## src/sv/assert_macros.svh

```systemverilog
// ----------------------------------------------------------------------------
// assertion macros
// concurrent property checks, compiled out when SYNTHESIS is defined
// ----------------------------------------------------------------------------
`ifndef ASSERT_MACROS_SVH
`define ASSERT_MACROS_SVH

`ifndef SYNTHESIS

// property must hold at every rising edge outside reset
`define ASSERT_PROP(lbl, clk, rst_n, prop) \
	lbl: assert property (@(posedge clk) disable iff (!rst_n) (prop)) \
		else $error("property check failed");

// expression must never be true outside reset
`define ASSERT_NEVER(lbl, clk, rst_n, expr) \
	lbl: assert property (@(posedge clk) disable iff (!rst_n) !(expr)) \
		else $error("forbidden condition seen");

`else

`define ASSERT_PROP(lbl, clk, rst_n, prop)
`define ASSERT_NEVER(lbl, clk, rst_n, expr)

`endif

`endif

```

## src/sv/mahd_pkg.sv

```systemverilog
// ----------------------------------------------------------------------------
// mahd_pkg
// shared types, tables and constants of the mpeg audio header decoder
// ----------------------------------------------------------------------------
package mahd_pkg;

	// version codes
	localparam logic [1:0] VER_MPEG1  = 2'd0;
	localparam logic [1:0] VER_MPEG2  = 2'd1;
	localparam logic [1:0] VER_MPEG25 = 2'd2;

	// channel mode codes
	localparam logic [1:0] MODE_JOINT = 2'd1;

	localparam logic [10:0] SYNC_BITS   = 11'h7ff;
	localparam logic [3:0]  BR_IDX_BAD  = 4'hf;
	localparam logic [1:0]  FR_IDX_BAD  = 2'd3;
	localparam logic [1:0]  LAYER_RSVD  = 2'd0;
	localparam logic [31:0] TAG_BYTES   = 32'd128;

	// reciprocal of 125 scaled by 2^36, floor
	localparam int unsigned  M125_SHIFT = 36;
	localparam logic [29:0]  M125       = 30'd549755813;
	localparam logic [29:0]  RECIP_ONE  = 30'h2000_0000;	// 2^29
	localparam int unsigned  RECIP_SHIFT = 29;

	typedef struct packed {
		logic [31:0] header_word;
		logic [31:0] file_length;
		logic        has_tail_tag;
	} in_word_t;

	typedef struct packed {
		logic        header_ok;
		logic [1:0]  mpeg_version;
		logic [1:0]  layer_number;
		logic        crc_protected;
		logic [8:0]  bitrate_kbps;
		logic [15:0] sample_rate_hz;
		logic        padding_bit;
		logic [1:0]  channel_mode;
		logic [4:0]  joint_bands;
		logic [4:0]  misc_flags;
		logic [22:0] play_seconds;
	} out_word_t;

	// bitrate in kbit/s: [index][lower sampling freq][layer - 1]
	localparam logic [8:0] RATE_TAB [16][2][4] = '{
		'{'{9'd0,   9'd0,   9'd0,   9'd0}, '{9'd0,   9'd0,   9'd0,   9'd0}},
		'{'{9'd32,  9'd32,  9'd32,  9'd0}, '{9'd32,  9'd8,   9'd8,   9'd0}},
		'{'{9'd64,  9'd48,  9'd40,  9'd0}, '{9'd48,  9'd16,  9'd16,  9'd0}},
		'{'{9'd96,  9'd56,  9'd48,  9'd0}, '{9'd56,  9'd24,  9'd24,  9'd0}},
		'{'{9'd128, 9'd64,  9'd56,  9'd0}, '{9'd64,  9'd32,  9'd32,  9'd0}},
		'{'{9'd160, 9'd80,  9'd64,  9'd0}, '{9'd80,  9'd40,  9'd40,  9'd0}},
		'{'{9'd192, 9'd96,  9'd80,  9'd0}, '{9'd96,  9'd48,  9'd48,  9'd0}},
		'{'{9'd224, 9'd112, 9'd96,  9'd0}, '{9'd112, 9'd56,  9'd56,  9'd0}},
		'{'{9'd256, 9'd128, 9'd112, 9'd0}, '{9'd128, 9'd64,  9'd64,  9'd0}},
		'{'{9'd288, 9'd160, 9'd128, 9'd0}, '{9'd144, 9'd80,  9'd80,  9'd0}},
		'{'{9'd320, 9'd192, 9'd160, 9'd0}, '{9'd160, 9'd96,  9'd96,  9'd0}},
		'{'{9'd352, 9'd224, 9'd192, 9'd0}, '{9'd176, 9'd112, 9'd112, 9'd0}},
		'{'{9'd384, 9'd256, 9'd224, 9'd0}, '{9'd192, 9'd128, 9'd128, 9'd0}},
		'{'{9'd416, 9'd320, 9'd256, 9'd0}, '{9'd224, 9'd144, 9'd144, 9'd0}},
		'{'{9'd448, 9'd384, 9'd320, 9'd0}, '{9'd256, 9'd160, 9'd160, 9'd0}},
		'{'{9'd0,   9'd0,   9'd0,   9'd0}, '{9'd0,   9'd0,   9'd0,   9'd0}}
	};

	// sample rate in hz: [version][rate index]
	localparam logic [15:0] FREQ_TAB [4][4] = '{
		'{16'd44100, 16'd48000, 16'd32000, 16'd0},
		'{16'd22050, 16'd24000, 16'd16000, 16'd0},
		'{16'd11025, 16'd12000, 16'd8000,  16'd0},
		'{16'd0,     16'd0,     16'd0,     16'd0}
	};

	// joint stereo band bound: [layer - 1][mode extension]
	localparam logic [4:0] BAND_TAB [4][4] = '{
		'{5'd4, 5'd8, 5'd12, 5'd16},
		'{5'd4, 5'd8, 5'd12, 5'd16},
		'{5'd0, 5'd4, 5'd8,  5'd16},
		'{5'd0, 5'd0, 5'd0,  5'd0}
	};

	// floor(2^29 / k) for every k = kbps / 8 the rate table can give
	function automatic logic [29:0] recip(input logic [5:0] k);
		logic [29:0] r;
		case (k)
			6'd1:    r = RECIP_ONE;
			6'd2:    r = RECIP_ONE / 2;
			6'd3:    r = RECIP_ONE / 3;
			6'd4:    r = RECIP_ONE / 4;
			6'd5:    r = RECIP_ONE / 5;
			6'd6:    r = RECIP_ONE / 6;
			6'd7:    r = RECIP_ONE / 7;
			6'd8:    r = RECIP_ONE / 8;
			6'd10:   r = RECIP_ONE / 10;
			6'd12:   r = RECIP_ONE / 12;
			6'd14:   r = RECIP_ONE / 14;
			6'd16:   r = RECIP_ONE / 16;
			6'd18:   r = RECIP_ONE / 18;
			6'd20:   r = RECIP_ONE / 20;
			6'd22:   r = RECIP_ONE / 22;
			6'd24:   r = RECIP_ONE / 24;
			6'd28:   r = RECIP_ONE / 28;
			6'd32:   r = RECIP_ONE / 32;
			6'd36:   r = RECIP_ONE / 36;
			6'd40:   r = RECIP_ONE / 40;
			6'd44:   r = RECIP_ONE / 44;
			6'd48:   r = RECIP_ONE / 48;
			6'd52:   r = RECIP_ONE / 52;
			6'd56:   r = RECIP_ONE / 56;
			default: r = '0;
		endcase
		return r;
	endfunction

endpackage

```

## src/sv/mpeg_audio_header_decoder.sv

```systemverilog
// throughput: one word per cycle while out_ready is high, set by the six-stage
// pipeline (decode, two reciprocal multiplies with correction steps, output
// register); stalled output holds its word; empty stages still take new words
// reset: arst_n clears all stage valid bits asynchronously, no words in flight
// ----------------------------------------------------------------------------
// mpeg_audio_header_decoder
// checks one candidate mpeg audio frame header per word, decodes its fields
// and estimates play time in whole seconds
// ----------------------------------------------------------------------------
`include "assert_macros.svh"

module mpeg_audio_header_decoder (
	input  logic                clk,
	input  logic                arst_n,
	input  logic                in_valid,
	output logic                in_ready,
	input  mahd_pkg::in_word_t  in_word,
	output logic                out_valid,
	input  logic                out_ready,
	output mahd_pkg::out_word_t out_word
);

	// stage 1: decode result, registered
	mahd_pkg::out_word_t dec_fields;
	logic [28:0]         dec_x;
	logic [5:0]          dec_k;

	logic                v_s1;
	logic                rdy_s1;
	mahd_pkg::out_word_t f_s1;
	logic [28:0]         x_s1;
	logic [5:0]          k_s1;
	logic                div_ready;

	mahd_decode u_decode (
		.in_word   (in_word),
		.fields    (dec_fields),
		.body_div8 (dec_x),
		.rate_div  (dec_k)
	);

	// stage 1 loads whenever it is empty or the divider takes its word
	assign rdy_s1   = !v_s1 || div_ready;
	assign in_ready = rdy_s1;

	always_ff @(posedge clk or negedge arst_n) begin
		if (!arst_n) begin
			v_s1 <= 1'b0;
		end else if (rdy_s1) begin
			v_s1 <= in_valid;
		end
	end

	// payload only, no reset needed
	always_ff @(posedge clk) begin
		if (rdy_s1 && in_valid) begin
			f_s1 <= dec_fields;
			x_s1 <= dec_x;
			k_s1 <= dec_k;
		end
	end

	// stages 2..6: body / 1000 by reciprocal of 125 on body / 8, then / k
	// by a table reciprocal; each product gets one correction step
	mahd_secs u_secs (
		.clk       (clk),
		.arst_n    (arst_n),
		.in_valid  (v_s1),
		.in_ready  (div_ready),
		.in_x      (x_s1),
		.in_k      (k_s1),
		.in_fields (f_s1),
		.out_valid (out_valid),
		.out_ready (out_ready),
		.out_word  (out_word)
	);

	// an accepted word always lands in stage 1
	`ASSERT_PROP(a_accept_lands, clk, arst_n, (in_valid && in_ready) |=> v_s1)

	// a rejected header carries nothing but zeros
	`ASSERT_NEVER(a_bad_hdr_zero, clk, arst_n,
		out_valid && !out_word.header_ok && (out_word != '0))

	// free format or no bitrate means no play time
	`ASSERT_NEVER(a_free_no_time, clk, arst_n,
		out_valid && (out_word.bitrate_kbps == 9'd0) && (out_word.play_seconds != 23'd0))

	// a valid header always decodes a layer and a sample rate
	`ASSERT_NEVER(a_ok_fields, clk, arst_n,
		out_valid && out_word.header_ok &&
		((out_word.layer_number == 2'd0) || (out_word.sample_rate_hz == 16'd0)))

endmodule

```

## src/sv/mahd_decode.sv

```systemverilog
// ----------------------------------------------------------------------------
// mahd_decode
// header checks, field extraction, table lookups and tag removal
// ----------------------------------------------------------------------------
module mahd_decode (
	input  mahd_pkg::in_word_t  in_word,
	output mahd_pkg::out_word_t fields,
	output logic [28:0]         body_div8,
	output logic [5:0]          rate_div
);

	logic [31:0] w;
	logic        ok;
	logic [1:0]  lay_bits;
	logic [3:0]  br_idx;
	logic [1:0]  fr_idx;
	logic [1:0]  ver;
	logic [1:0]  layer;
	logic [1:0]  lidx;
	logic        lsf;
	logic [8:0]  kbps;
	logic [1:0]  mode;
	logic [31:0] body;

	always_comb begin
		w        = in_word.header_word;
		lay_bits = w[18:17];
		br_idx   = w[15:12];
		fr_idx   = w[11:10];
		ok = (w[31:21] == mahd_pkg::SYNC_BITS) && (lay_bits != mahd_pkg::LAYER_RSVD) &&
			(br_idx != mahd_pkg::BR_IDX_BAD) && (fr_idx != mahd_pkg::FR_IDX_BAD);

		// bit 20 clear means mpeg 2.5, reserved code included
		if (w[20]) begin
			ver = w[19] ? mahd_pkg::VER_MPEG1 : mahd_pkg::VER_MPEG2;
		end else begin
			ver = mahd_pkg::VER_MPEG25;
		end
		layer = 2'(3'd4 - {1'b0, lay_bits});
		lidx  = layer - 2'd1;
		lsf   = (ver != mahd_pkg::VER_MPEG1);
		kbps  = mahd_pkg::RATE_TAB[br_idx][lsf][lidx];
		mode  = w[7:6];

		if (in_word.has_tail_tag) begin
			body = (in_word.file_length >= mahd_pkg::TAG_BYTES) ?
				in_word.file_length - mahd_pkg::TAG_BYTES : '0;
		end else begin
			body = in_word.file_length;
		end

		fields    = '0;
		body_div8 = '0;
		rate_div  = '0;
		if (ok) begin
			fields.header_ok      = 1'b1;
			fields.mpeg_version   = ver;
			fields.layer_number   = layer;
			fields.crc_protected  = ~w[16];
			fields.bitrate_kbps   = kbps;
			fields.sample_rate_hz = mahd_pkg::FREQ_TAB[ver][fr_idx];
			fields.padding_bit    = w[9];
			fields.channel_mode   = mode;
			fields.joint_bands    = (mode == mahd_pkg::MODE_JOINT) ?
				mahd_pkg::BAND_TAB[lidx][w[5:4]] : 5'd0;
			fields.misc_flags     = {w[8], w[3], w[2], w[1:0]};
			body_div8             = body[31:3];
			// every table rate is a multiple of 8 kbit/s
			rate_div              = kbps[8:3];
		end
	end

endmodule

```

## src/sv/mahd_secs.sv

```systemverilog
// ----------------------------------------------------------------------------
// mahd_secs
// five-stage play time divider: floor(floor(body / 1000) / k), k = kbps / 8
// ----------------------------------------------------------------------------
module mahd_secs (
	input  logic                clk,
	input  logic                arst_n,
	input  logic                in_valid,
	output logic                in_ready,
	input  logic [28:0]         in_x,
	input  logic [5:0]          in_k,
	input  mahd_pkg::out_word_t in_fields,
	output logic                out_valid,
	input  logic                out_ready,
	output mahd_pkg::out_word_t out_word
);

	logic v_s2, v_s3, v_s4, v_s5, v_s6;
	logic rdy_s2, rdy_s3, rdy_s4, rdy_s5, rdy_s6;

	logic [58:0]         p1_s2;
	logic [28:0]         x_s2;
	logic [5:0]          k_s2, k_s3, k_s4, k_s5;
	mahd_pkg::out_word_t f_s2, f_s3, f_s4, f_s5, f_s6;
	logic [22:0]         q_s3, q_s4, q_s5;
	logic [52:0]         p2_s4;
	logic [22:0]         e2_s5;
	logic [28:0]         pk_s5;

	logic [22:0] e1;
	logic [29:0] e1x125;
	logic [29:0] r1;
	logic [22:0] q_d;
	logic [22:0] e2_d;
	logic [28:0] r2;
	logic [22:0] secs_d;
	mahd_pkg::out_word_t f_d;

	assign rdy_s6   = !v_s6 || out_ready;
	assign rdy_s5   = !v_s5 || rdy_s6;
	assign rdy_s4   = !v_s4 || rdy_s5;
	assign rdy_s3   = !v_s3 || rdy_s4;
	assign rdy_s2   = !v_s2 || rdy_s3;
	assign in_ready = rdy_s2;

	// estimate may be one low, one correction step fixes it
	always_comb begin
		e1     = p1_s2[mahd_pkg::M125_SHIFT +: 23];
		// e1 * 125 as e1 * 128 - e1 * 4 + e1
		e1x125 = {e1, 7'd0} - {5'd0, e1, 2'd0} + {7'd0, e1};
		r1     = {1'b0, x_s2} - e1x125;
		q_d    = (r1 >= 30'd125) ? e1 + 23'd1 : e1;
		e2_d   = p2_s4[mahd_pkg::RECIP_SHIFT +: 23];
		r2     = {6'd0, q_s5} - pk_s5;
		if (k_s5 == 6'd0) begin
			secs_d = '0;
		end else begin
			secs_d = (r2 >= {23'd0, k_s5}) ? e2_s5 + 23'd1 : e2_s5;
		end
		f_d              = f_s5;
		f_d.play_seconds = secs_d;
	end

	always_ff @(posedge clk or negedge arst_n) begin
		if (!arst_n) begin
			v_s2 <= 1'b0;
			v_s3 <= 1'b0;
			v_s4 <= 1'b0;
			v_s5 <= 1'b0;
			v_s6 <= 1'b0;
		end else begin
			if (rdy_s2) v_s2 <= in_valid;
			if (rdy_s3) v_s3 <= v_s2;
			if (rdy_s4) v_s4 <= v_s3;
			if (rdy_s5) v_s5 <= v_s4;
			if (rdy_s6) v_s6 <= v_s5;
		end
	end

	always_ff @(posedge clk) begin
		if (rdy_s2 && in_valid) begin
			p1_s2 <= 59'(in_x * mahd_pkg::M125);
			x_s2  <= in_x;
			k_s2  <= in_k;
			f_s2  <= in_fields;
		end
		if (rdy_s3 && v_s2) begin
			q_s3 <= q_d;
			k_s3 <= k_s2;
			f_s3 <= f_s2;
		end
		if (rdy_s4 && v_s3) begin
			p2_s4 <= 53'(q_s3 * mahd_pkg::recip(k_s3));
			q_s4  <= q_s3;
			k_s4  <= k_s3;
			f_s4  <= f_s3;
		end
		if (rdy_s5 && v_s4) begin
			e2_s5 <= e2_d;
			pk_s5 <= 29'(e2_d * k_s4);
			q_s5  <= q_s4;
			k_s5  <= k_s4;
			f_s5  <= f_s4;
		end
		if (rdy_s6 && v_s5) begin
			f_s6 <= f_d;
		end
	end

	assign out_valid = v_s6;
	assign out_word  = f_s6;

endmodule
```

## config.mk

```make
export PLATFORM = sky130hd
export DESIGN_NAME = mpeg_audio_header_decoder
export DESIGN_NICKNAME = d
export VERILOG_FILES = /design/src/sv/mahd_pkg.sv /design/src/sv/mpeg_audio_header_decoder.sv /design/src/sv/mahd_decode.sv /design/src/sv/mahd_secs.sv
export VERILOG_INCLUDE_DIRS = /design/src /design/src/sv
export SDC_FILE = /design/constraint.sdc
export NUM_CORES = 2
export LEC_CHECK = 0
export ABC_AREA = 1
export ABC_CLOCK_PERIOD_IN_PS = 9100
export BUFFER_PORTS_ARGS = -buffer_cell sky130_fd_sc_hd__buf_4
export CAP_MARGIN = 20
export CORE_ASPECT_RATIO = 1.75
export CORE_MARGIN = 1.5
export CORE_UTILIZATION = 35
export DETAILED_ROUTE_END_ITERATION = 10
export PLACE_DENSITY = 0.57
export SLEW_MARGIN = 0
export SYNTH_ARGS = -nofsm -noshare
export SYNTH_HDL_FRONTEND = slang
export SYNTH_SLANG_ARGS = --single-unit
```

## constraint.sdc

```tcl
create_clock -name clk -period 9.1 [get_ports clk]
set_input_delay 0.455 -clock clk [delete_from_list [all_inputs] [get_ports clk]]
set_output_delay 0.455 -clock clk [all_outputs]
set_load 0.005 [all_outputs]
```

Word level (Yosys, flattened, before mapping)

Memories as Yosys holds them, arrays and structs flattened. A register that Yosys moved wholly into a read port is not among the register bits.
Cells that the tools add are included.

Add/subtract/negate cells: 9
Multipliers: 3
Order comparisons: 9
Equality and inequality tests: 4
Multiplexer cells: 30
Bitwise operators: 7
Reductions and logical operators: 25

Operators with widths:

| cell                                                                | count |
|---|---|
| two-way mux 72 bit                                                  | 2 |
| binary-select mux 64 bit (select 2 bit)                             | 1 |
| two-way mux 64 bit                                                  | 2 |
| two-way mux 36 bit                                                  | 3 |
| two-way mux 32 bit                                                  | 2 |
| multiplier 29 x 30 -> 59 bit (second input constant)                | 1 |
| multiplier 23 x 30 -> 52 bit                                        | 1 |
| adder 23 x 1 -> 23 bit (second input constant)                      | 2 |
| two-way mux 23 bit                                                  | 2 |
| two-way mux 44 bit                                                  | 1 |
| binary-select mux 20 bit (select 2 bit)                             | 1 |
| two-way mux 20 bit                                                  | 2 |
| binary-select mux 16 bit (select 2 bit)                             | 1 |
| greater-or-equal comparator 32 x 8 -> 1 bit (second input constant) | 1 |
| two-way mux 16 bit                                                  | 2 |
| subtractor 32 x 8 -> 32 bit (second input constant)                 | 1 |
| adder 30 x 23 -> 30 bit                                             | 1 |
| greater-or-equal comparator 30 x 7 -> 1 bit (second input constant) | 1 |
| two-way mux 30 bit                                                  | 1 |
| subtractor 29 x 30 -> 30 bit                                        | 1 |
| subtractor 30 x 25 -> 30 bit                                        | 1 |
| greater-or-equal comparator 29 x 6 -> 1 bit                         | 1 |
| multiplier 23 x 6 -> 29 bit                                         | 1 |
| subtractor 23 x 29 -> 29 bit                                        | 1 |
| other kinds (26)                                                    | 54 |

Register bits after elaboration: 613
Memory bits (read-only): 3072
Bits of input ports: 69
Output and inout bits: 69
Logic and storage cells: 170
Memories: 2

Memories:

| name            | depth | bits a word | rd ports | clocked after memory_dff | wr ports | line              | text |
|---|---|---|---|---|---|---|---|
| (no name shown) | 64    | 30          | 1        | 1                        | 0        | mahd_pkg.sv:86    | `case (k)` |
| (no name shown) | 16    | 72          | 1        | 0                        | 0        | mahd_decode.sv:42 | `kbps = mahd_pkg::RATE_TAB[br_idx][lsf][lidx];` |

Depth between registers and ports, before layout

Depth after elaboration: 11
Gate-level depth with buffers: 32
Depth with buffers taken out: 30

Modules after synthesis

A second synthesis with hierarchy kept.

Cell total of the unflattened synthesis: 7444
Area, all modules: 67863.8 um^2

Modules (own cells, without submodules):

| module                    | instances | cells each | area each (um^2) | sequential area each (um^2) |
|---|---|---|---|---|
| mahd_secs                 | 1         | 6914       | 62506.2          | 14589.0 |
| mpeg_audio_header_decoder | 1         | 108        | 3108.0           | 3088.0 |
| mahd_decode               | 1         | 422        | 2249.7           | 0.0 |

Least setup slack after synthesis

OpenSTA, ideal clock, no wires.

Kind: register -> register
Start point: register u_secs.q_s3[15]
End point: register u_secs.p2_s4[45], data pin
Arrival time: 5.938 ns
Required time: 8.835 ns
Slack: 2.897 ns
Cell stages (with the launch flop): 28
Buffers on the path: 2
Cells stage by stage: edfxtp_1 > clkbuf_1 > buf_1 > nand2_1 > fa_1 > inv_1 > fa_1 > inv_1 > fa_1 > inv_1 > fa_1 > fa_1 > fa_1 > inv_1 > fa_1 > inv_1 > ha_1 > nand2_1 > nor2_1 > inv_1 > nor3_1 > inv_1 > nor3_1 > o21ai_0 > nand2_1 > nand3_1 > o21ai_0 > xor2_1

Longest elaborated chain between the ends: 1

RTL lines:

| item                         | line            | text |
|---|---|---|
| start, declared              | mahd_secs.sv:25 | `logic [22:0] q_s3, q_s4, q_s5;` |
| start signal, assigned       | mahd_secs.sv:88 | `q_s3 <= q_d;` |
| multiplier 23 x 30 -> 52 bit | mahd_secs.sv:93 | `p2_s4 <= 53'(q_s3 * mahd_pkg::recip(k_s3));` |
| end signal, assigned         | mahd_secs.sv:93 |  |
| end, declared                | mahd_secs.sv:26 | `logic [52:0] p2_s4;` |

Every way passes these cells.
A chain may end at the register's enable or synchronous reset.

Worst setup path after layout

Start point: register u_secs.q_s3[8]
End point: register u_secs.p2_s4[47], data pin

The elaborated chain is that of the path after synthesis.

==> flow_summary.ini <==
[clock_tree]
clkSlewWorstSetupHoldPaths_ns = 0.06
cts_tree = built
clock_latency_ns = 0.69
holdBufCountCts = 2
cts_buffers = 53
h-tree-depth = 2
cts_root_buffer = clkbuf_16
clock-sinks = 504
postCtsSetupRepairBufs = 0
post_cts_resized = 0
clock_path_buffers = 3

[timing]
finalHoldViolCount = 0
rsz0062_at_grt = no
fin_crit_sh_pct = 84.92
holdWs_ns = 0.06240
fin_crit_ns = 7.728
report.final.slew_viol_count = 0
clock_skew_ns = 0.05687
tightest_slew_ns = 1.210
fin_tns_setup_ns = 0
max_slew_margin_pct = 19.34
setup_viol = 0
fmaxAchievable_ghz = 0.1294

[global_routing]
grt_pass1_vias = 52660
grt_pass1_wl_microns = 305800
overflow = 0
antenna_found_initial = 5
grt_use_total_pct = 22.00
grt_max_degree = 63

[yosys]
ys.flop_type = edfxtp_1
ys_types = 62
synth_most_common_cell = inv_1
synthTopCellsByCount = inv_1 (1,891), nand2_1 (1,579), fa_1 (975)
synth_top_area_share_pct = 30.30
synth-async-reset-ratio_pct = 1.190
synth.avg_cell_area_sq_um = 8.851
yosysTopAreaCell = fa_1
synth_seq_cells = 504
synthesis.area_sq_um = 64410
synth.yosys.seq_area_share_pct = 23.02
synth_area_leaders = fa_1 (30%), edfxtp_1 (22%), ha_1 (13%), inv_1 (11%), nand2_1 (9.2%)
synth_cells = 7277
synth_warnings = 0
synth_enable_flop_cells = 470

[routing]
vias_per_cell = 4.926
wire_per_inst_microns = 20.75
routed_wl_microns = 204100
ant_nets = 0
vias = 48470
first_pass_iters = 6
drc = 0
drtIter0Drc = 2486

[finish]
fin_area_sq_um = 70210
area_growth_pct = 9.000
layout.nets = 9090
drive_gt1_share_pct = 4.906

[floorplanning]
die_width_microns = 327.3
core_area_sq_um = 183200
die-area_sq_um = 186700
start_util_pct = 35.15
die_height_microns = 570.5
num_rows = 208
ios = 138

[worst_hold_path]
min_path_type = primary input to flip-flop

[placement]
portBuffers = 128
placedInstanceArea_sq_um = 68400
dp_hpwl_microns = 170700
place_congestion = 0.9955

[run_status]
status = completed

[setup_path]
cp.arrival_ns = 8.17
startpoint_type = flip-flop
cp.required_ns = 9.54
critPathMaxFanout = 16
end_kind = flip-flop
worstSetupPathType = flip-flop to flip-flop

[job]
maxCapViolations = 0
==> stage by stage <==
stage / util, % / instances / setup slack, ns
after floorplan: - / 7282 / 2.897
after global placement: 37.30 / 9735 / 1.432
after detailed placement: 37.33 / 9737 / 1.442
after CTS: 38.28 / 9832 / 1.470
after global routing: 38.31 / 9835 / 1.244
final: 38.32 / 9840 / 1.372
==> per-layer routing <==
metal | GRT usage, % | part of all wire, % | wire length, microns
met1 | 19.23 | 30 | 61330
met2 | 43.91 | 56 | 114500
met3 | 2.035 | 3.7 | 7537
met4 | 18.92 | 10 | 20750
met5 | 0 | 0 | 0
==> worst max-delay path, stage by stage, from the launching register on <==
cell and delay, ns:
edfxtp_1 1.05, buf_4 0.42, nand2_1 0.13, fa_1 0.55, fa_1 0.54, inv_1 0.06
fa_1 0.50, fa_1 0.64, fa_1 0.46, fa_1 0.49, inv_1 0.05, fa_1 0.48
inv_1 0.10, ha_1 0.35, nand2_1 0.12, nor2_1 0.14, inv_1 0.06, nor2_1 0.13
nand3_1 0.08, o21ai_0 0.75, nand2_1 0.22, nand3_1 0.14, nand2_1 0.06
==> registers in the layout, indices dropped and copies added (netlist names), 23 cells and up, named ones only <==
signal           flops
u_secs.p2_s4        23
u_secs.pk_s5        29
u_secs.x_s2         29
f_s1                37
u_secs.q_s3         23
u_secs.q_s4         23
x_s1                29
u_secs.q_s5         23
u_secs.f_d          37
u_secs.p1_s2        23
u_secs.out_word     60
u_secs.f_s3         37
u_secs.f_s2         37
u_secs.f_s4         37
u_secs.e2_s5        23
==> cell usage in the layout, fill, tap and decap left out, types with 62 or more instances in the layout <==
| cell type | netlist | layout |
|---|---|---|
| edfxtp_1 | 470 | 470 |
| nand2_1 | 1579 | 1579 |
| nor3_1 | 62 | 62 |
| xor2_1 | 97 | 97 |
| nor2_1 | 412 | 410 |
| inv_1 | 1891 | 1888 |
| fa_1 | 975 | 975 |
| nand3_1 | 163 | 163 |
| nand4_1 | 71 | 71 |
| buf_4 | 7 | 209 |
| a21oi_1 | 254 | 254 |
| ha_1 | 665 | 665 |
| o21ai_0 | 166 | 166 |
==> path summary, 6_finish.rpt <==
| check | startpoint | end | slack [ns] | depth (start not counted) |
|---|---|---|---|---|
| hold reg to reg | u_secs.q_s4[18] | u_secs.q_s5[18] | 0.39 | 0 |
| min in group asynchronous | arst_n | v_s1 | 0.15 | 2 |
| max in group asynchronous | arst_n | u_secs.v_s5 | 8.83 | 2 |
| hold / removal | in_valid | v_s1 | 0.06 | 3 |
| setup reg to reg | u_secs.q_s3[8] | u_secs.p2_s4[47] | 1.37 | 22 |
| setup / recovery | u_secs.q_s3[8] | u_secs.p2_s4[47] | 1.37 | 22 |
==> final cells by class <==
| class | instances | area (sq um) |
|---|---|---|
| Fill cell | 18750 | 113000 |
| Multi-Input combinational cell | 4706 | 41770 |
| Sequential cell | 504 | 14840 |
| Inverter | 1901 | 7141 |
| Tap cell | 2415 | 3022 |
| Timing Repair Buffer | 215 | 1697 |
| Clock buffer | 60 | 1394 |
| Clock inverter | 33 | 329.1 |
| Antenna cell | 6 | 15.01 |
==> cells by family (layout without fill, tap and decap cells) <==
| kind of cell | after synthesis | count (layout) | synth area share (%) |
|---|---|---|---|
| other cells | 1 | 12 | 0.005822 |
| simple gates | 2377 | 2377 | 15.05 |
| buf+inv | 2072 | 2209 | 12.19 |
| compound gates | 555 | 555 | 4.775 |
| fa+ha+maj | 1640 | 1640 | 43.22 |
| xor+xnor | 128 | 128 | 1.741 |
| flops | 504 | 504 | 23.02 |
Power is left out: the tool's default activity adds up to more than one toggle a clock period on the data nets, which glitch-free logic cannot reach.
